==> src/rtl/assert_macros.svh <==
// ----------------------------------------------------------------------------
// assertion macros
// shared concurrent assertion forms, clocked and disabled during reset
// ----------------------------------------------------------------------------
`ifndef ASSERT_MACROS_SVH
`define ASSERT_MACROS_SVH

// same-cycle implication
`define LBDM_ASSERT_IMP(lbl, clk, rstn, pre, post) \
    lbl: assert property (@(posedge clk) disable iff (!(rstn)) (pre) |-> (post)) \
        else $error("lbdm assertion failed");

// next-cycle implication
`define LBDM_ASSERT_NXT(lbl, clk, rstn, pre, post) \
    lbl: assert property (@(posedge clk) disable iff (!(rstn)) (pre) |=> (post)) \
        else $error("lbdm assertion failed");

`endif

==> src/rtl/lbdm_pkg.sv <==
// ----------------------------------------------------------------------------
// lbdm_pkg
// types, constants and the response table of the brightness to duty mapper
// ----------------------------------------------------------------------------
package lbdm_pkg;

    localparam int FRAC_BITS = 16;
    localparam int DUTY_BITS = 12;
    localparam int LOG_FRAC  = 30;
    localparam int TAB_LAST  = 60;

    localparam logic [16:0] ONE_LEVEL = 17'h10000;
    localparam logic [23:0] ONE_BASE  = 24'h010000;
    localparam logic [30:0] ONE_Q30   = 31'h4000_0000;
    localparam logic [12:0] FULL_DUTY = 13'h1000;

    // register indexes
    typedef enum logic [1:0] {
        REG_BASE_RED   = 2'd0,
        REG_BASE_WHITE = 2'd1,
        REG_BASE_BLUE  = 2'd2,
        REG_BASE_GREEN = 2'd3
    } reg_idx_t;

    // response curve, Q1.16
    localparam logic [16:0] RESP_TAB [61] = '{
        17'd0,     17'd575,   17'd1148,  17'd1709,  17'd2269,  17'd2839,
        17'd3428,  17'd4042,  17'd4688,  17'd5369,  17'd6089,  17'd6853,
        17'd7663,  17'd8525,  17'd9442,  17'd10420, 17'd11466, 17'd12584,
        17'd13782, 17'd15065, 17'd16440, 17'd17912, 17'd19484, 17'd21158,
        17'd22935, 17'd24812, 17'd26784, 17'd28844, 17'd30983, 17'd33188,
        17'd35444, 17'd37734, 17'd40039, 17'd42339, 17'd44612, 17'd46836,
        17'd48991, 17'd51056, 17'd53011, 17'd54840, 17'd56528, 17'd58065,
        17'd59442, 17'd60656, 17'd61707, 17'd62599, 17'd63339, 17'd63939,
        17'd64410, 17'd64770, 17'd65035, 17'd65222, 17'd65350, 17'd65432,
        17'd65481, 17'd65509, 17'd65524, 17'd65530, 17'd65532, 17'd65534,
        17'd65536
    };

    typedef logic [30:0] root_arr_t [LOG_FRAC];

    // floored integer square root, evaluated at elaboration only
    function automatic logic [63:0] isqrt64(input logic [63:0] v_in);
        logic [63:0] v;
        logic [63:0] r;
        logic [63:0] bt;
        v  = v_in;
        r  = 64'd0;
        bt = 64'h4000_0000_0000_0000;
        for (int i = 0; i < 32; i++) begin
            if (v >= r + bt) begin
                v = v - (r + bt);
                r = (r >> 1) + bt;
            end else begin
                r = r >> 1;
            end
            bt = bt >> 2;
        end
        return r;
    endfunction

    // roots 2^(2^-k) in Q1.30 for k = 1 .. 30
    function automatic root_arr_t calc_roots();
        root_arr_t   arr;
        logic [63:0] root;
        root = isqrt64(64'd2 << 60);
        for (int k = 0; k < LOG_FRAC; k++) begin
            arr[k] = root[30:0];
            root   = isqrt64(root << LOG_FRAC);
        end
        return arr;
    endfunction

    localparam root_arr_t ROOTS = calc_roots();

    // log2 phase
    typedef struct packed {
        logic        vld;
        logic        byp;
        logic [16:0] d;
        logic [2:0]  lint;
        logic [30:0] m;
        logic [29:0] lfrac;
        logic [23:0] bm1;
    } log_t;

    // exp2 phase
    typedef struct packed {
        logic        vld;
        logic        byp;
        logic [16:0] d;
        logic [2:0]  xi;
        logic [29:0] xf;
        logic [30:0] r;
        logic [23:0] bm1;
    } exp_t;

    // division phase
    typedef struct packed {
        logic        vld;
        logic        byp;
        logic        sat;
        logic [16:0] d;
        logic [37:0] den;
        logic [37:0] rem;
        logic [11:0] q;
    } div_t;

endpackage

==> src/rtl/lbdm_log_cell.sv <==
// ----------------------------------------------------------------------------
// lbdm_log_cell
// one fraction bit of log2 by squaring the mantissa
// ----------------------------------------------------------------------------
module lbdm_log_cell (
    input  logic           aclk,
    input  logic           aresetn,
    input  logic           adv,
    input  lbdm_pkg::log_t c_in,
    output lbdm_pkg::log_t c_out
);

    lbdm_pkg::log_t q_reg, q_next;
    logic [61:0]    sq;
    logic [31:0]    sq_q30;

    // square, renormalize when the result reaches two
    always_comb begin
        sq      = c_in.m * c_in.m;
        sq_q30  = sq[61:30];
        q_next  = c_in;
        if (sq_q30[31]) begin
            q_next.m     = sq_q30[31:1];
            q_next.lfrac = {c_in.lfrac[28:0], 1'b1};
        end else begin
            q_next.m     = sq_q30[30:0];
            q_next.lfrac = {c_in.lfrac[28:0], 1'b0};
        end
    end

    always_ff @(posedge aclk) begin
        if (!aresetn) begin
            q_reg.vld <= 1'b0;
        end else if (adv) begin
            q_reg <= q_next;
        end
    end

    assign c_out = q_reg;

endmodule

==> config.mk <==
export PLATFORM = sky130hd
export DESIGN_NAME = lbdm_log_cell
export DESIGN_NICKNAME = d
export VERILOG_FILES = /design/src/rtl/assert_macros.svh /design/src/rtl/lbdm_pkg.sv /design/src/rtl/lbdm_log_cell.sv
export SDC_FILE = /design/constraint.sdc
export NUM_CORES = 2
export LEC_CHECK = 0
export BUFFER_PORTS_ARGS = -buffer_cell sky130_fd_sc_hd__buf_2
export CAP_MARGIN = 20
export CORE_ASPECT_RATIO = 1.25
export CORE_MARGIN = 2
export CORE_UTILIZATION = 45
export DETAILED_ROUTE_END_ITERATION = 8
export GPL_TIMING_DRIVEN = 0
export SLEW_MARGIN = 10
export SYNTH_ARGS = -nofsm -noshare
export SYNTH_HDL_FRONTEND = slang
export SYNTH_SLANG_ARGS = --single-unit
==> constraint.sdc <==
create_clock -name aclk -period 10.11 [get_ports aclk]
set_input_delay 1.011 -clock aclk [delete_from_list [all_inputs] [get_ports aclk]]
set_output_delay 1.011 -clock aclk [all_outputs]
set_load 0.005 [all_outputs]
# Word level (Yosys, flattened, before mapping)
# Cells that the tools add are included.
[totals]
ff_bits = 107
input_bits = 110
output_inout_bits = 107
elab_cells = 11
[classes]
n_mul = 1
n_mux = 1
reduce_logical = 1
[op_table]
columns = ["operator", "n"]
rows = [
  ["$mul 31x31->62", 1],
  ["$mux 60", 1],
  ["$reduce_and 2->1", 1],
]

# Logic depth before layout (Yosys ltp)
[depth]
word_depth = 2
depth_mapped = 30
mapped_depth_nobuf = 26

# Worst setup path before layout
# No wires, ideal clock.
[synth_path]
path_kind = "input to register"
start = "in c_in[61] in the netlist's numbering"
end = "reg q_reg, in the netlist c_out[56], data pin"
setup_time_ps = 260
arrival_ps = 7761
t_required_ps = 9850
slack_ps = 2089
cell_stages = 27
n_path_buf = 3
path_cell_list = "clkbuf_1 clkbuf_1 nand2_1 inv_1 fa_1 fa_1 fa_1 inv_1 fa_1 inv_1 fa_1 fa_1 fa_1 inv_1 fa_1 inv_1 ha_1 a21oi_1 o21ai_2 a21oi_2 o21ai_1 a21oi_1 nand2_2 o221ai_4 xnor2_4 buf_6 mux2_4"
[synth_rtl]
columns = ["element", "line", "text"]
rows = [
  ["from (decl)", "lbdm_log_cell.sv:9", "input lbdm_pkg::log_t c_in,"],
  ["to (signal assigned)", "lbdm_log_cell.sv:35", "q_reg <= q_next;"],
  ["to (decl)", "lbdm_log_cell.sv:13", "lbdm_pkg::log_t q_reg, q_next;"],
]

==> metrics.txt <==
status finished, final reports clean; area grow syn2layout 7.99%; prevailing post-synth register cell edfxtp_1; Sink Count 107; #FFs+latches synth 107; DP HPWL 78200 um; Buf/Inv on CP 8; number of global-route vias before repair 23700; Tightest Pin Transition 1.18 ns; RSZ-0062 raised after global routing no; sequential share of the synthesized area 0.104; critical path depth in cells 27; initial antenna violation count 6; post-DR wirelength/cell 22.2 um; nets@finish 4421; Rows 107; CTS tree done; Yosys top cell by area fa_1; dpl ws -0.277 ns; design area 33200 um^2; worst-path fanout max 10; CP max stage cell clkbuf_1; period utilisation layout 0.989; fmax 0.100 GHz; share of layout cells above drive strength 1 0.0876; Synth Net Count 4201; cell mode on critical path fa_1; remaining global-route overflow 0; DIE AREA 70400 um^2; syn avg cell area 9.99 um^2; Core ar. 67900 um^2; Synth async-reset ratio 0; PortBufs 208; Synth area leaders fa_1 49%, inv_1 11%, ha_1 11%, edfxtp_1 10%, and2_1 3.9%; Slew Viols, Final 0; total CTS buffers 9; reg2reg start c_out[106]; Worst Path Arrival 10.09 ns; Critical Path End Type flip-flop; worst-skew pair later-pin latency 0.34 ns; final setup vio count 0; first-pass GRT wire length 141000 um; IO Count 217; clock buffer depth 2; Die Wd 238 um; Max-Cap Viols 0; DRT iter0 DRCs 1294; Clock transition at path regs 0.06 ns; Tot GR Track Use 0.275; Critical Path RT 10.20 ns; DR pass1 iterations 5; post-synth top area share 0.487; H-tree depth 3; Final ANT Viol Nets 0; Vias/cell 5.14; Setup Skew 0 ns; Hold Slack 0.523 ns; DRT Wirelength 92600 um; Finished Layout Cells 4173; final worst-path setup slack 0.110 ns; Critical R2R Capture c_out[106]; flop-to-flop setup slack 9.52 ns; reg2reg path depth 2; HP Class reg2reg; Cell Area, Synth 30700 um^2; startpoint types input port; WS Path Type in2reg; placed cell area 32900 um^2; Post-synth EDFFs 106; capture point of the worst path c_out[58]; Slew headroom 0.213; Die Y-Extent 296 um; Largest register FFs 107; cell family with most CP delay adder cells; DRC Markers 0; Unique masters post-synth 68; Placed Cells incl. Taps 4156; Tmin final 10.0 ns; Synth Warn # 0; initial core utilization 0.453; largest net degree at the start of global routing 65; Post-CTS Setup Inserts 0; slowest stage delay, CP 0.94 ns; Final Hold Viols 0; clock root cell clkbuf_16; vias after detailed routing 21400; Setup crit start c_in[61]; cell count after synthesis 3075; global placement routability congestion 1.01
## tightest hold or removal path, delay by kind of cell, from the launching register on
| family | cells | cell delay, ns |
|---|---|---|
| flip-flops | 1 | 0.32 |
| multiplexers | 1 | 0.07 |
| AND/OR/NAND/NOR | 1 | 0.10 |
## timing repair
action                                  4_1_cts  5_1_grt
hold endpoints to repair                      0        0
hold buffers                                  0        0
resized for setup                             0       20
endpoints found under the setup margin        0       31
## synthesized netlist by cell type, types with 8 or more instances
| cell type | n |
|---|---|
| a21o_1 | 17 |
| a21oi_1 | 69 |
| and2_1 | 193 |
| clkbuf_1 | 91 |
| edfxtp_1 | 106 |
| fa_1 | 747 |
| ha_1 | 269 |
| inv_1 | 919 |
| mux2_4 | 8 |
| mux2i_1 | 23 |
| nand2_1 | 300 |
| nand3_1 | 25 |
| nor2_1 | 60 |
| nor2b_1 | 10 |
| o211ai_1 | 11 |
| o21ai_0 | 30 |
| o21bai_1 | 13 |
| xnor2_1 | 32 |
| xor2_1 | 25 |
## cells in the final DEF (no fill, tap or decap), types with 5 or more instances in the layout
master / Yosys / layout
edfxtp_1: 106 / 106
a21o_1: 17 / 17
mux2i_1: 23 / 23
nand2_1: 300 / 300
o211ai_1: 11 / 11
xnor2_1: 32 / 32
nor2b_1: 10 / 10
and3_1: 7 / 7
clkbuf_16: 0 / 9
a21oi_2: 7 / 7
a31oi_1: 7 / 7
nand2b_1: 5 / 5
inv_1: 919 / 919
nand3_1: 25 / 25
nand4_1: 7 / 7
fa_1: 747 / 747
a21oi_1: 69 / 69
or2_2: 5 / 5
xor2_1: 25 / 25
mux2_4: 8 / 8
a211oi_1: 7 / 7
o21ai_1: 6 / 6
o21ai_0: 30 / 30
clkbuf_2: 1 / 8
buf_2: 7 / 215
buf_6: 5 / 5
clkbuf_1: 91 / 83
nor3_1: 6 / 6
and2_1: 193 / 192
a31o_2: 5 / 5
o21bai_1: 13 / 13
nor2_1: 60 / 60
ha_1: 269 / 269
## kinds of logic after synthesis
family          Yosys count  share of synthesized area
buf+inv                1026                      0.127
simple gates            626                     0.0976
xor+xnor                 58                     0.0171
mux                      35                     0.0129
compound gates          207                     0.0446
fa+ha+maj              1016                      0.596
flops                   107                      0.104
## cell type report
class	instances	area, um^2
antenna	1	2.50
buffer	105	454
clock buffer	9	225
clock inverter	7	43.8
fill	6520	34700
inverter	920	3450
multi-input combinational	1942	23600
sequential	107	3200
tap	872	1090
timing repair buffer	210	1080
## layer usage
layer | global-route usage | part of all wire | vias to the layer above
li1 | - | - | 9463
met1 | 0.323 | 0.36 | 11000
met2 | 0.487 | 0.51 | 752
met3 | 0.0444 | 0.066 | 236
met4 | 0.146 | 0.066 | 2
met5 | 0 | 0.00014 | -
## how the worst min path moves through the flow
stage,from,endpoint,cells after the start
3_3_place_gp,c_out[106],c_out[106],2
2_1_floorplan,c_out[106],c_out[106],2
3_5_place_dp,c_out[106],c_out[106],2
5_1_grt,c_out[106],c_out[106],2
6_report,c_out[106],c_out[106],2
4_1_cts,c_out[106],c_out[106],2
## through the flow
step,setup TNS (ns),utilization
final,0,0.489
after global routing,0,0.489
after CTS,0,0.488
after detailed placement,-3.55,0.484
after global placement,-7.08,0.484
after floorplan,0,-
Power is left out: the tool's default activity adds up to more than one toggle a clock period on the data nets, which glitch-free logic cannot reach.
