[src/rtl/assert_macros.svh]
// ----------------------------------------------------------------------------
// assertion macros
// shared concurrent assertion forms, clocked and disabled during reset
// ----------------------------------------------------------------------------
`ifndef ASSERT_MACROS_SVH
`define ASSERT_MACROS_SVH

// same-cycle implication
`define LBDM_ASSERT_IMP(lbl, clk, rstn, pre, post) \
    lbl: assert property (@(posedge clk) disable iff (!(rstn)) (pre) |-> (post)) \
        else $error("lbdm assertion failed");

// next-cycle implication
`define LBDM_ASSERT_NXT(lbl, clk, rstn, pre, post) \
    lbl: assert property (@(posedge clk) disable iff (!(rstn)) (pre) |=> (post)) \
        else $error("lbdm assertion failed");

`endif

[src/rtl/lbdm_pkg.sv]
// ----------------------------------------------------------------------------
// lbdm_pkg
// types, constants and the response table of the brightness to duty mapper
// ----------------------------------------------------------------------------
package lbdm_pkg;

    localparam int FRAC_BITS = 16;
    localparam int DUTY_BITS = 12;
    localparam int LOG_FRAC  = 30;
    localparam int TAB_LAST  = 60;

    localparam logic [16:0] ONE_LEVEL = 17'h10000;
    localparam logic [23:0] ONE_BASE  = 24'h010000;
    localparam logic [30:0] ONE_Q30   = 31'h4000_0000;
    localparam logic [12:0] FULL_DUTY = 13'h1000;

    // register indexes
    typedef enum logic [1:0] {
        REG_BASE_RED   = 2'd0,
        REG_BASE_WHITE = 2'd1,
        REG_BASE_BLUE  = 2'd2,
        REG_BASE_GREEN = 2'd3
    } reg_idx_t;

    // response curve, Q1.16
    localparam logic [16:0] RESP_TAB [61] = '{
        17'd0,     17'd575,   17'd1148,  17'd1709,  17'd2269,  17'd2839,
        17'd3428,  17'd4042,  17'd4688,  17'd5369,  17'd6089,  17'd6853,
        17'd7663,  17'd8525,  17'd9442,  17'd10420, 17'd11466, 17'd12584,
        17'd13782, 17'd15065, 17'd16440, 17'd17912, 17'd19484, 17'd21158,
        17'd22935, 17'd24812, 17'd26784, 17'd28844, 17'd30983, 17'd33188,
        17'd35444, 17'd37734, 17'd40039, 17'd42339, 17'd44612, 17'd46836,
        17'd48991, 17'd51056, 17'd53011, 17'd54840, 17'd56528, 17'd58065,
        17'd59442, 17'd60656, 17'd61707, 17'd62599, 17'd63339, 17'd63939,
        17'd64410, 17'd64770, 17'd65035, 17'd65222, 17'd65350, 17'd65432,
        17'd65481, 17'd65509, 17'd65524, 17'd65530, 17'd65532, 17'd65534,
        17'd65536
    };

    typedef logic [30:0] root_arr_t [LOG_FRAC];

    // floored integer square root, evaluated at elaboration only
    function automatic logic [63:0] isqrt64(input logic [63:0] v_in);
        logic [63:0] v;
        logic [63:0] r;
        logic [63:0] bt;
        v  = v_in;
        r  = 64'd0;
        bt = 64'h4000_0000_0000_0000;
        for (int i = 0; i < 32; i++) begin
            if (v >= r + bt) begin
                v = v - (r + bt);
                r = (r >> 1) + bt;
            end else begin
                r = r >> 1;
            end
            bt = bt >> 2;
        end
        return r;
    endfunction

    // roots 2^(2^-k) in Q1.30 for k = 1 .. 30
    function automatic root_arr_t calc_roots();
        root_arr_t   arr;
        logic [63:0] root;
        root = isqrt64(64'd2 << 60);
        for (int k = 0; k < LOG_FRAC; k++) begin
            arr[k] = root[30:0];
            root   = isqrt64(root << LOG_FRAC);
        end
        return arr;
    endfunction

    localparam root_arr_t ROOTS = calc_roots();

    // log2 phase
    typedef struct packed {
        logic        vld;
        logic        byp;
        logic [16:0] d;
        logic [2:0]  lint;
        logic [30:0] m;
        logic [29:0] lfrac;
        logic [23:0] bm1;
    } log_t;

    // exp2 phase
    typedef struct packed {
        logic        vld;
        logic        byp;
        logic [16:0] d;
        logic [2:0]  xi;
        logic [29:0] xf;
        logic [30:0] r;
        logic [23:0] bm1;
    } exp_t;

    // division phase
    typedef struct packed {
        logic        vld;
        logic        byp;
        logic        sat;
        logic [16:0] d;
        logic [37:0] den;
        logic [37:0] rem;
        logic [11:0] q;
    } div_t;

endpackage

[src/rtl/lbdm_exp_cell.sv]
// ----------------------------------------------------------------------------
// lbdm_exp_cell
// one fraction bit of exp2 by a conditional multiply with a fixed root
// ----------------------------------------------------------------------------
`include "assert_macros.svh"

module lbdm_exp_cell (
    input  logic           aclk,
    input  logic           aresetn,
    input  logic           adv,
    input  logic [30:0]    root,
    input  lbdm_pkg::exp_t c_in,
    output lbdm_pkg::exp_t c_out
);

    lbdm_pkg::exp_t q_reg, q_next;
    logic [61:0]    prod;

    // multiply in the root when the leading fraction bit is set
    always_comb begin
        prod      = c_in.r * root;
        q_next    = c_in;
        q_next.xf = {c_in.xf[28:0], 1'b0};
        if (c_in.xf[29]) q_next.r = prod[60:30];
    end

    always_ff @(posedge aclk) begin
        if (!aresetn) begin
            q_reg.vld <= 1'b0;
        end else if (adv) begin
            q_reg <= q_next;
        end
    end

    assign c_out = q_reg;

    // partial power stays within one to two
    `LBDM_ASSERT_IMP(a_exp_range, aclk, aresetn, q_reg.vld, q_reg.r[30])

endmodule

[config.mk]
export PLATFORM = sky130hd
export DESIGN_NAME = lbdm_exp_cell
export DESIGN_NICKNAME = d
export VERILOG_FILES = /design/src/rtl/lbdm_pkg.sv /design/src/rtl/lbdm_exp_cell.sv
export VERILOG_INCLUDE_DIRS = /design/src /design/src/rtl
export SDC_FILE = /design/constraint.sdc
export NUM_CORES = 2
export LEC_CHECK = 0
export BUFFER_PORTS_ARGS = -buffer_cell sky130_fd_sc_hd__buf_2
export CAP_MARGIN = 0
export CORE_MARGIN = 1
export CORE_UTILIZATION = 55
export CTS_CLUSTER_SIZE = 10
export DETAILED_ROUTE_END_ITERATION = 10
export PLACE_DENSITY_LB_ADDON = 0.15
export SYNTH_ARGS = -nofsm -noshare
export SYNTH_HDL_FRONTEND = slang
export SYNTH_SLANG_ARGS = --single-unit
[constraint.sdc]
create_clock -name aclk -period 6.8 [get_ports aclk]
set_clock_uncertainty 0.05 [all_clocks]
set_input_delay 0.34 -clock aclk [delete_from_list [all_inputs] [get_ports aclk]]
set_output_delay 0.34 -clock aclk [all_outputs]
set_load 0.02 [all_outputs]
* Word-level counts from Yosys, hierarchy flattened *
Index checks and enable logic that the tools add are counted.

storage, ports and cells
  output and inout port bits = 107
  flip-flop bits (word level) = 106

operators by class
  $mul = 1
  reduce and logical (&&, ||, !) cells = 1
  muxes and demuxes = 1

operator list
  cell                                            number
  31-bit by 31-bit multiplier with 61-bit output  1
  31-bit 2-to-1 mux                               1
  2-bit AND reduction                             1

* Depth between registers and ports, before layout *
  depth after elaboration = 2
  gate-level depth with buffers = 27

* Least setup slack after synthesis *
OpenSTA, ideal clock, no wires.

  kind = input-to-reg
  start point = in root[7]
  end point = reg q_reg (netlist bit c_out[35]) (data pin)
  setup slack = -0.296 ns
  library setup time = 0.260 ns
  data required time = 6.490 ns
  stages = 22
  data arrival time = 6.786 ns
  path buffers = 1
  path through = clkbuf_1 > and2_1 > fa_1 > fa_1 > inv_1 > fa_1 > fa_1 > inv_1 > fa_1 > fa_1 > fa_1 > fa_1 > ha_1 > a21oi_1 > o21ai_0 > or3_1 > a31oi_1 > a2111oi_4 > a211oi_2 > o21ai_2 > xor2_1 > mux2_2

RTL lines
  item                    line                 text
  start: declaration      lbdm_exp_cell.sv:11  input logic [30:0] root,
  end signal: assignment  lbdm_exp_cell.sv:31  q_reg <= q_next;
  end: declaration        lbdm_exp_cell.sv:16  lbdm_pkg::exp_t q_reg, q_next;

==> flow_metrics.py <==
metrics = {
    "clock_tree": {
        "clk_pin_slew_worst_paths_ps": 70,
        "cts_buffers": 9,
        "cts_htree_levels": 3,
        "cts_root_buf": "clkbuf_16",
        "cts.sink_count": 106,
        "clk_latency_ps": 350,
        "hold_buffers": 0,
        "clk_path_buf_depth": 2,
        "tritoncts": "done",
    },
    "yosys": {
        "avgSynthCellArea_um2": 9.64,
        "synth-edff-count": 105,
        "synthFlopType": "edfxtp_1",
        "syn_nets": 4760,
        "netlist_instances": 3538,
        "yosysSeqAreaShare_pct": 9.30,
        "yosys_warnings": 0,
        "ys_ff_latch": 106,
        "ys_types": 62,
        "synthesis.area_mm2": 0.0341,
        "synthArstFlopShare_pct": 0,
    },
    "global_route": {
        "grt_start_max_net_pins": 54,
        "grt_pass1_wl_um": 153000,
        "grt_pass1_vias": 28101,
        "grt_usage_pct": 31.7,
        "grt-ovfl-total": 0,
        "antenna_found_initial": 6,
    },
    "placement": {
        "port_buffers": 246,
        "gp_congestion": 0.914,
        "dp_hpwl_um": 82100,
    },
    "critical_path": {
        "worstSetupStartpointType": "input port",
        "reg2reg_from": "c_out[106]",
        "worst_path_most_repeated_cell": "fa_1",
        "critPathArrivalTime_ps": 7020,
        "critical_path_class": "input port to register",
        "crit_start": "c_in[37]",
        "cp_data_required_time_ps": 6860,
        "crit_fanout": 7,
        "critPathSlowestCell": "fa_1",
        "cpPeakStageDelay_ps": 560,
        "end_kind": "register",
    },
    "final_layout": {
        "area_delta_synth_final_pct": 19.8,
        "layout_commonest_cell": "fa_1",
        "final_nets": 5180,
        "largest_reg_flops": 106,
        "drive_above_1_share_pct": 22.1,
        "final_cell_mix": "fa_1, inv_1, nand2_1, and2_1, buf_4",
        "fin_util_pct": 67.2,
        "nFillCells": 4814,
    },
    "timing": {
        "fin_crit_ps": 6960,
        "tns_ps": -1560,
        "slew_viol_final": 0,
        "fin_crit_sh_pct": 102,
        "worst_pin_slew_ps": 904,
        "fin_ws_ps": -163,
        "rsz0062_at_grt": "true",
        "max_freq_mhz": 144,
        "maxSlewHeadroom_pct": 39.8,
        "setup_violations": 18,
        "finalHoldViolCount": 0,
    },
    "detailed_routing": {
        "vias": 25584,
        "routed_via_density": 5.39,
        "ant_nets": 0,
        "post_drt_wl_per_cell_um": 20.6,
        "wl_um": 97600,
        "drc": 0,
        "drt_iter0_markers": 1730,
        "drt_first_pass_iters": 5,
    },
    "floorplanning": {
        "dieWidth_um": 251,
        "fp.coreArea_mm2": 0.0608,
        "rows": 90,
        "start_util_pct": 56.1,
        "io_pins": 248,
        "dieArea_mm2": 0.0630,
        "fp.dieH_um": 251,
    },
    "min_path": {
        "min_from": "c_in[95]",
        "hold_class": "input port to register",
    },
    "status": {
        "status": "finished with violations",
        "violations": "setup timing",
    },
    "run": {
        "drv_cap": 0,
    },
}
## metrics by stage
stage          cells  instance area [um^2]  setup slack (ps)  hold WS [ps]
6_report        4746                 40900              -163           102
5_1_grt         4746                 40900              -319          86.3
4_1_cts         4709                 39600              -146          95.6
3_5_place_dp    4684                 38700              -894           468
3_3_place_gp    4684                 38700              -853           447
2_1_floorplan   3538                 34400             -95.9           389
## worst paths after layout
path,slack (ps),end,cells past startpoint
max,-160,c_out[47],25
min,100,c_out[95],1
max reg2reg,6120,c_out[106],2
min reg2reg,520,c_out[106],2
## Yosys cell counts (2+ instances only)
cell | instances | area, um^2
fa_1 | 835 | 16700
inv_1 | 772 | 2900
nand2_1 | 525 | 1970
and2_1 | 499 | 3120
ha_1 | 246 | 3080
clkbuf_1 | 200 | 751
edfxtp_1 | 105 | 3150
a21oi_1 | 56 | 280
a21o_1 | 43 | 323
nor2_1 | 33 | 124
o21ai_0 | 26 | 130
xnor2_1 | 23 | 201
mux2_2 | 21 | 236
nand3_1 | 13 | 65.1
nand4_1 | 12 | 75.1
nor3_1 | 10 | 50.1
and3_1 | 9 | 56.3
nand2b_1 | 7 | 43.8
o21bai_1 | 7 | 52.6
a211oi_1 | 6 | 45.0
a31oi_1 | 6 | 37.5
o21a_1 | 6 | 45.0
o31ai_1 | 6 | 45.0
xor2_1 | 6 | 52.6
mux2i_1 | 5 | 50.1
nor4_1 | 4 | 25.0
o211ai_1 | 4 | 30.0
a211o_1 | 3 | 26.3
a21boi_0 | 3 | 22.5
a221oi_1 | 3 | 26.3
nor2b_1 | 3 | 18.8
or2_2 | 3 | 18.8
or4_1 | 3 | 22.5
a41o_1 | 2 | 20.0
and4_1 | 2 | 17.5
nor4b_1 | 2 | 17.5
o21ai_1 | 2 | 10.0
o22ai_1 | 2 | 12.5
o311ai_0 | 2 | 17.5
## logic make-up (layout without fill, tap and decap cells)
family,after synthesis,in the layout,share of synthesized area [%]
simple gates,1130,1130,16.6
fa+ha+maj,1081,1081,58.0
buf+inv,974,1398,10.7
compound gates,191,191,3.75
flops,106,106,9.30
xor+xnor,29,29,0.744
mux,26,26,0.840
other cells,1,3,0.0110
## layer usage
metal,global-route usage (%),share of wire [%]
met1,40.6,39
met3,2.80,5.7
met4,11.1,4.8
met5,0,0.041
met2,56.4,51
## timing repair
action | in CTS | in global routing
endpoints found under the setup margin | 31 | 31
gates cloned | 1 | 8
gates resized for setup | 139 | 238
pin swaps | 52 | 163
hold endpoints to repair | 0 | 0
buffers inserted | 9 | 31
## area by class of cell
cell class	instances	area (um^2)	area share, %
antenna	2	5.00	0.0122
clock buffer	10	229	0.560
clock inverter	5	78.8	0.193
inverter	773	2910	7.13
multi-input combinational	2458	28400	69.5
sequential	106	3170	7.76
tap	782	978	2.39
timing repair buffer	610	5080	12.4
## critical path, delay by kind of cell
family	cells	cell delay [ps]
fa+ha+maj	9	4410
simple gates	5	700
buf+inv	6	660
compound gates	3	480
mux	1	250
xor+xnor	1	140
Power is not shown: default switching activity piles up to over one toggle a cycle in this logic, so the estimate is an artifact.
