`config.mk`:
```
export PLATFORM = sky130hd
export DESIGN_NAME = lbdm_front
export DESIGN_NICKNAME = d
export VERILOG_FILES = /design/src/rtl/assert_macros.svh /design/src/rtl/lbdm_pkg.sv /design/src/rtl/lbdm_front.sv
export SDC_FILE = /design/constraint.sdc
export NUM_CORES = 1
export LEC_CHECK = 0
export ABC_CLOCK_PERIOD_IN_PS = 12200
export BUFFER_PORTS_ARGS = -buffer_cell sky130_fd_sc_hd__buf_4
export CAP_MARGIN = 20
export CELL_PAD_IN_SITES_DETAIL_PLACEMENT = 1
export CELL_PAD_IN_SITES_GLOBAL_PLACEMENT = 1
export CORE_MARGIN = 3
export CORE_UTILIZATION = 52
export DETAILED_ROUTE_END_ITERATION = 8
export PLACE_DENSITY_LB_ADDON = 0.3
export SKIP_LAST_GASP = 1
export SLEW_MARGIN = 0
export SYNTH_ARGS = -nofsm -noshare
export SYNTH_HDL_FRONTEND = slang
export SYNTH_SLANG_ARGS = --single-unit
```
`constraint.sdc`:
```
create_clock -name aclk -period 12.2 [get_ports aclk]
set_clock_uncertainty 0.05 [all_clocks]
set_input_delay 1.22 -clock aclk [delete_from_list [all_inputs] [get_ports aclk]]
set_output_delay 1.22 -clock aclk [all_outputs]
set_load 0.01 [all_outputs]
```
`src/rtl/assert_macros.svh`:
```
// ----------------------------------------------------------------------------
// assertion macros
// shared concurrent assertion forms, clocked and disabled during reset
// ----------------------------------------------------------------------------
`ifndef ASSERT_MACROS_SVH
`define ASSERT_MACROS_SVH

// same-cycle implication
`define LBDM_ASSERT_IMP(lbl, clk, rstn, pre, post) \
    lbl: assert property (@(posedge clk) disable iff (!(rstn)) (pre) |-> (post)) \
        else $error("lbdm assertion failed");

// next-cycle implication
`define LBDM_ASSERT_NXT(lbl, clk, rstn, pre, post) \
    lbl: assert property (@(posedge clk) disable iff (!(rstn)) (pre) |=> (post)) \
        else $error("lbdm assertion failed");

`endif

```
`src/rtl/lbdm_pkg.sv`:
```
// ----------------------------------------------------------------------------
// lbdm_pkg
// types, constants and the response table of the brightness to duty mapper
// ----------------------------------------------------------------------------
package lbdm_pkg;

    localparam int FRAC_BITS = 16;
    localparam int DUTY_BITS = 12;
    localparam int LOG_FRAC  = 30;
    localparam int TAB_LAST  = 60;

    localparam logic [16:0] ONE_LEVEL = 17'h10000;
    localparam logic [23:0] ONE_BASE  = 24'h010000;
    localparam logic [30:0] ONE_Q30   = 31'h4000_0000;
    localparam logic [12:0] FULL_DUTY = 13'h1000;

    // register indexes
    typedef enum logic [1:0] {
        REG_BASE_RED   = 2'd0,
        REG_BASE_WHITE = 2'd1,
        REG_BASE_BLUE  = 2'd2,
        REG_BASE_GREEN = 2'd3
    } reg_idx_t;

    // response curve, Q1.16
    localparam logic [16:0] RESP_TAB [61] = '{
        17'd0,     17'd575,   17'd1148,  17'd1709,  17'd2269,  17'd2839,
        17'd3428,  17'd4042,  17'd4688,  17'd5369,  17'd6089,  17'd6853,
        17'd7663,  17'd8525,  17'd9442,  17'd10420, 17'd11466, 17'd12584,
        17'd13782, 17'd15065, 17'd16440, 17'd17912, 17'd19484, 17'd21158,
        17'd22935, 17'd24812, 17'd26784, 17'd28844, 17'd30983, 17'd33188,
        17'd35444, 17'd37734, 17'd40039, 17'd42339, 17'd44612, 17'd46836,
        17'd48991, 17'd51056, 17'd53011, 17'd54840, 17'd56528, 17'd58065,
        17'd59442, 17'd60656, 17'd61707, 17'd62599, 17'd63339, 17'd63939,
        17'd64410, 17'd64770, 17'd65035, 17'd65222, 17'd65350, 17'd65432,
        17'd65481, 17'd65509, 17'd65524, 17'd65530, 17'd65532, 17'd65534,
        17'd65536
    };

    typedef logic [30:0] root_arr_t [LOG_FRAC];

    // floored integer square root, evaluated at elaboration only
    function automatic logic [63:0] isqrt64(input logic [63:0] v_in);
        logic [63:0] v;
        logic [63:0] r;
        logic [63:0] bt;
        v  = v_in;
        r  = 64'd0;
        bt = 64'h4000_0000_0000_0000;
        for (int i = 0; i < 32; i++) begin
            if (v >= r + bt) begin
                v = v - (r + bt);
                r = (r >> 1) + bt;
            end else begin
                r = r >> 1;
            end
            bt = bt >> 2;
        end
        return r;
    endfunction

    // roots 2^(2^-k) in Q1.30 for k = 1 .. 30
    function automatic root_arr_t calc_roots();
        root_arr_t   arr;
        logic [63:0] root;
        root = isqrt64(64'd2 << 60);
        for (int k = 0; k < LOG_FRAC; k++) begin
            arr[k] = root[30:0];
            root   = isqrt64(root << LOG_FRAC);
        end
        return arr;
    endfunction

    localparam root_arr_t ROOTS = calc_roots();

    // log2 phase
    typedef struct packed {
        logic        vld;
        logic        byp;
        logic [16:0] d;
        logic [2:0]  lint;
        logic [30:0] m;
        logic [29:0] lfrac;
        logic [23:0] bm1;
    } log_t;

    // exp2 phase
    typedef struct packed {
        logic        vld;
        logic        byp;
        logic [16:0] d;
        logic [2:0]  xi;
        logic [29:0] xf;
        logic [30:0] r;
        logic [23:0] bm1;
    } exp_t;

    // division phase
    typedef struct packed {
        logic        vld;
        logic        byp;
        logic        sat;
        logic [16:0] d;
        logic [37:0] den;
        logic [37:0] rem;
        logic [11:0] q;
    } div_t;

endpackage

```
`src/rtl/lbdm_front.sv`:
```
// ----------------------------------------------------------------------------
// lbdm_front
// clamp, table interpolation and mantissa normalization, three stages
// ----------------------------------------------------------------------------
module lbdm_front (
    input  logic               aclk,
    input  logic               aresetn,
    input  logic               adv,
    input  logic               in_vld,
    input  logic [16:0]        level,
    input  logic [1:0]         channel,
    input  logic [23:0]        base [4],
    output lbdm_pkg::log_t     log_out
);

    typedef struct packed {
        logic        vld;
        logic        byp;
        logic [5:0]  idx;
        logic [15:0] f;
        logic [2:0]  lint;
        logic [30:0] m;
        logic [23:0] bm1;
    } pos_t;

    typedef struct packed {
        logic        vld;
        logic        byp;
        logic [16:0] t0;
        logic [16:0] diff;
        logic [15:0] f;
        logic [2:0]  lint;
        logic [30:0] m;
        logic [23:0] bm1;
    } tab_t;

    pos_t           s1_reg, s1_next;
    tab_t           s2_reg, s2_next;
    lbdm_pkg::log_t s3_reg, s3_next;

    logic [16:0] lvl_c;
    logic [22:0] pos;
    logic [23:0] b;
    logic [4:0]  msb;
    logic [30:0] b_wide;
    logic [5:0]  idx1;
    logic [32:0] prod;

    // stage 1: clamp, position, base select and leading one
    always_comb begin
        lvl_c = (level > lbdm_pkg::ONE_LEVEL) ? lbdm_pkg::ONE_LEVEL : level;
        pos   = {6'd0, lvl_c} * 23'd60;
        case (channel)
            2'd0:    b = base[0];
            2'd1:    b = base[1];
            2'd2:    b = base[2];
            2'd3:    b = base[3];
            default: b = base[0];
        endcase
        msb = 5'd0;
        for (int i = 0; i < 24; i++) begin
            if (b[i]) msb = 5'(i);
        end
        b_wide       = {7'd0, b};
        s1_next.vld  = in_vld;
        s1_next.byp  = (b <= lbdm_pkg::ONE_BASE);
        s1_next.idx  = pos[21:16];
        s1_next.f    = pos[15:0];
        s1_next.lint = 3'(msb - 5'd16);
        s1_next.m    = b_wide << (5'd30 - msb);
        s1_next.bm1  = b - lbdm_pkg::ONE_BASE;
    end

    // stage 2: table reads, last entry repeats at full level
    always_comb begin
        idx1         = (s1_reg.idx >= 6'(lbdm_pkg::TAB_LAST)) ?
                       6'(lbdm_pkg::TAB_LAST) : s1_reg.idx + 6'd1;
        s2_next.vld  = s1_reg.vld;
        s2_next.byp  = s1_reg.byp;
        s2_next.t0   = lbdm_pkg::RESP_TAB[s1_reg.idx];
        s2_next.diff = lbdm_pkg::RESP_TAB[idx1] - lbdm_pkg::RESP_TAB[s1_reg.idx];
        s2_next.f    = s1_reg.f;
        s2_next.lint = s1_reg.lint;
        s2_next.m    = s1_reg.m;
        s2_next.bm1  = s1_reg.bm1;
    end

    // stage 3: linear interpolation
    always_comb begin
        prod          = s2_reg.diff * s2_reg.f;
        s3_next.vld   = s2_reg.vld;
        s3_next.byp   = s2_reg.byp;
        s3_next.d     = s2_reg.t0 + prod[32:16];
        s3_next.lint  = s2_reg.lint;
        s3_next.m     = s2_reg.m;
        s3_next.lfrac = 30'd0;
        s3_next.bm1   = s2_reg.bm1;
    end

    always_ff @(posedge aclk) begin
        if (!aresetn) begin
            s1_reg.vld <= 1'b0;
            s2_reg.vld <= 1'b0;
            s3_reg.vld <= 1'b0;
        end else if (adv) begin
            s1_reg <= s1_next;
            s2_reg <= s2_next;
            s3_reg <= s3_next;
        end
    end

    assign log_out = s3_reg;

endmodule

```
* Word level (Yosys, flattened, before mapping)
Memory sizes are Yosys's and may differ from the RTL's.
Index checks and enable logic that the tools add are counted.
** Operators by class
- Add/sub/neg operators :: 6
- $mul :: 2
- $lt $le $gt $ge :: 5
- Eq/ne operators :: 3
- Shift-type cells :: 1
- Multiplexer cells :: 30
- Bitwise gates (word level) :: 2
- Reductions and logical operators :: 2
** Operators with widths (number)
- two-way mux 5 bit :: 22
- case mux 24 bit (4 select lines) :: 1
- two-way mux 17 bit :: 5
- multiplier 17 x 14 -> 31 bit :: 1
- << shifter 24 x 5 -> 31 bit :: 1
- <= comparator 24 x 17 -> 1 bit, second input constant :: 1
- subtractor 24 x 17 -> 24 bit, second input constant :: 1
- multiplier 17 x 4 -> 20 bit, second input constant :: 1
- adder 17 bit :: 1
- greater-than comparator 17 bit, second input constant :: 1
- subtractor 17 bit :: 1
- >= comparator 7 bit, second input constant :: 2
- inverter 6 -> 7 bit :: 2
- adder 6 x 1 -> 6 bit, second input constant :: 1
- >= comparator 6 bit, second input constant :: 1
- two-way mux 6 bit :: 1
- subtractor 5 bit, first input constant :: 1
- equality test 2 bit, second input constant :: 2
- subtractor 3 x 1 -> 3 bit, second input constant :: 1
- equality test 2 x 1 -> 1 bit, second input constant :: 1
- zero test 2 bit :: 1
- AND reduction 2 bit :: 1
- two-way mux 1 bit :: 1
** Storage, ports and cells
- Register bits after elaboration :: 265
- ROM bits :: 2176
- Bits of input ports :: 119
- Output and inout port bits :: 107
- Word-level logic and storage cells :: 74
- Memories :: 2
** Memory list
- (no name shown) :: words 64, bits a word 17, read ports 1, clocked after Yosys merged registers in 0, write ports 0, RTL line lbdm_front.sv:81 : s2_next.diff = lbdm_pkg::RESP_TAB[idx1] - lbdm_pkg::RESP_TAB[s1_reg.idx];
- (no name shown) :: words 64, bits a word 17, read ports 1, clocked after Yosys merged registers in 0, write ports 0, RTL line lbdm_front.sv:81

* Depth between registers and ports, before layout
- Depth after elaboration :: 27
- Gate-level depth with buffers :: 35
- Gate-level depth less buffers :: 34

* Least setup slack after synthesis
Ideal clock, no wire load.
- Kind :: in2reg
- Start point :: input adv
- End point :: register s3_reg, in the netlist log_out[0], enable pin
- Setup time :: 0.655 ns
- Arrival time :: 7.139 ns
- Path slack :: 4.356 ns
- Cell stages on the path :: 1
- Path through :: and2_1
** On the way
- Word-level cells in the longest chain between the ends :: 1
** RTL lines
- start: declaration :: RTL line lbdm_front.sv:8 : input logic adv,
- AND reduction 2 bit (no source line)
- end signal: assignment :: RTL line lbdm_front.sv:108 : s3_reg <= s3_next;
- end: declaration :: RTL line lbdm_front.sv:39 : lbdm_pkg::log_t s3_reg, s3_next;
No other way between the ends.
A chain may end at the register's enable or synchronous reset.

==> results.md <==
* Min-Delay Path Class: reg2reg
* RSZ-0062 raised after global routing: false
* Post-synthesis xor/xnor area fraction at 2.612%
* TNS Setup at 0 ns
* Pre-antenna DRT Iters at 5
* Synth cell count leaders: inv_1 (264), edfxtp_1 (262), nand2_1 (259)
* Top-area cell type share of the netlist area at between 30% and 40%
* Clock-pin slew on the worst setup and hold paths at 0.08 ns
* CTS tree: built
* Max FFs per register at between 100 and 150
* First-pass GRT wire length at 114400 um
* Top-count cell post-synth: inv_1
* Layout cell share with drive strength beyond 1 at about an eighth
* Post-route clock period utilization at 71.13%
* Port Buffers at ~200
* Die height at about 220 um
* Buf/Inv on CP at 3
* Syn Std Cell Area at around 24000 um^2
* Fmax achieved at between 100 and 150 MHz
* CP peak stage delay at slightly above 0.8 ns
* Critical path's most frequent cell: fa_1
* Worst-path fanout max at 17
* WS Path Type: reg2reg
* Placeable Area at 44610 um^2
* Top FF cell, synth: edfxtp_1
* Post-synthesis sequential area ratio at around a third
* Syn-to-layout area delta at 11.53%
* Area contributors post-synth: edfxtp_1 (33%), fa_1 (18%), ha_1 (9.1%)
* # rows at just under 80
* CTS H-tree lvls at 1
* Post-Synthesis Cells at 2303
* Filler cell count at 4855
* Ports at 226
* Status: complete, no violations
* GRT Total Usage at 30.63%
* #FFs+latches synth at approximately 270
* Post-synthesis async set-or-reset flop share at 0%
* Starting Density at between 50% and 60%
* Critical path arrival at 8.94 ns
* Final setup viols at 0
* Antenna Nets Post-Route at 0
* Vias in the first global route at 20410
* Hold_buf cts at 0
* CTS Buffer Depth at 3
* Vias per inst at around 6.0
* Adder-cell share of the synthesized area at 26.72%
* CTS buffer count at 30
* Vias at 18370
* Average size of a mapped cell at 10.29 um^2
* Sink Count at 265
* Total grt overflow at 0
* Final wirelength at around 73000 um
* Post-DP HPWL at about 56000 um
* CP endpoint kind: flip-flop
* Crit-path slowest cell: edfxtp_1
* Initial antenna violation count at 6
* Least-Margin Pin Slew at approximately 1.1 ns
* Post-synth EDFFs at between 200 and 300
* Crit start category: flip-flop
* Die width at around 220 um
* Final worst path period need at just under 9 ns
* Final hold vios at 0
* Max-slew violations at 0
* Die Area at 48190 um^2
* Mux cell area share after synthesis at 5.251%
* Clk root buf: clkbuf_16
* WL/cell at ~24 um
* Number of distinct library cells after synthesis at 80
* Slew HR at roughly a quarter
* Setup Buffers After CTS at 0
* Cell family with most CP delay: adder cells
* Yosys Warn Count at 0
* Req. time, crit path at between 10 and 15 ns
* Compound-Gate Fraction of Synth Area at approximately 12%
* Largest net degree at the start of global routing at 86
* Clk Latency, worst-skew pair at between 0.5 and 0.6 ns
* Largest family of logic cells by synthesized area: adder cells
* Post-layout nets at between 2000 and 3000
* GPL Wtd Cong at 0.9428
* Dominant cell type by area after synthesis: edfxtp_1
* Drt drc at 0
* Synth Area in Simple Gates at around an eighth
* Drt initial violations at around 1400
* Max-cap viol count at 0
* Post-CTS sizing at 0
[cells by family after synthesis]
| kind of cell | Yosys count |
|---|---|
| DFF | 265 |
| muxes | 88 |
| adders and majority gates | 381 |
| other | 1 |
| buffers and inverters | 418 |
| and+or+nand+nor | 654 |
| AOI/OAI and AO/OA | 429 |
| xor gates and xnor gates | 67 |
[per-layer routing]
metal	up-vias	global-route usage, %	share of wire [%]
li1	8134	-	-
met1	9227	36.42	37
met2	808	55.40	52
met3	197	5.530	7.2
met4	4	11.30	4.0
met5	-	0	0.025
[cell type report]
type	count	area (um^2)	share of cell area [%]
diodes	3	7.507	0.02839
clock buffers	35	769.5	2.910
clock inverters	20	193.9	0.7334
inverters	268	1006	3.804
multi-input cells	1649	14160	53.55
flip-flops and latches	265	7928	29.98
well taps	592	740.7	2.801
repair buffers	218	1637	6.189
[final timing paths]
| check | from | to | slack [ns] | cells after the start |
|---|---|---|---|---|
| worst max register to register | s2_reg[68]$_DFFE_PP_ | log_out[104]$_DFFE_PP_ | 3.52 | 27 |
| worst min-delay path | s2_reg[6]$_DFFE_PP_ | log_out[6]$_DFFE_PP_ | 0.35 | 0 |
| worst max-delay path | s2_reg[68]$_DFFE_PP_ | log_out[104]$_DFFE_PP_ | 3.52 | 27 |
| worst min register to register | s2_reg[6]$_DFFE_PP_ | log_out[6]$_DFFE_PP_ | 0.35 | 0 |
[placed cells by master (no fill, tap or decap), types with 8 or more instances in the layout]
master     netlist  layout
o211ai_1        24      24
nand3_1         34      34
inv_1          264     264
a31oi_1         16      15
a221oi_1        12      12
clkbuf_16        0      30
o21ai_0         92      92
o311ai_0        13      13
nand2_1        259     259
o22ai_1         19      19
nor2b_1         30      30
mux2i_1         52      52
nor3_1          29      29
or2_2            8       8
and2_1         109     108
a21oi_1        126     126
xor2_1          11      11
nor2_1         126     126
mux4_2          28      28
buf_4           34     218
and3_1          16      16
clkinv_2         0       8
edfxtp_1       262     262
o21bai_1        11      11
xnor2_1         54      52
a21o_1          17      17
ha_1           172     172
nand2b_1        13      13
nor4_1           8       8
a211o_1          9       9
a211oi_1        22      22
fa_1           209     209
conb_1           1      30
o21a_1           8       8
[metrics by stage]
step                util [%]  cell area [um^2]  setup WS (ns)  cells  hold WS [ns]
CTS                    59.25             26430          3.553   3046        0.3542
global placement       57.09             25460          4.055   2991        0.3512
detailed placement     57.09             25460          3.559   2991        0.3561
finish                 59.28             26440          3.523   3050        0.3522
global route           59.26             26440          3.107   3047        0.3573
floorplan                  -             23820          4.356   2332        0.3503
Power is left out: the tool's default activity adds up to more than one toggle a clock period on the data nets, which glitch-free logic cannot reach.
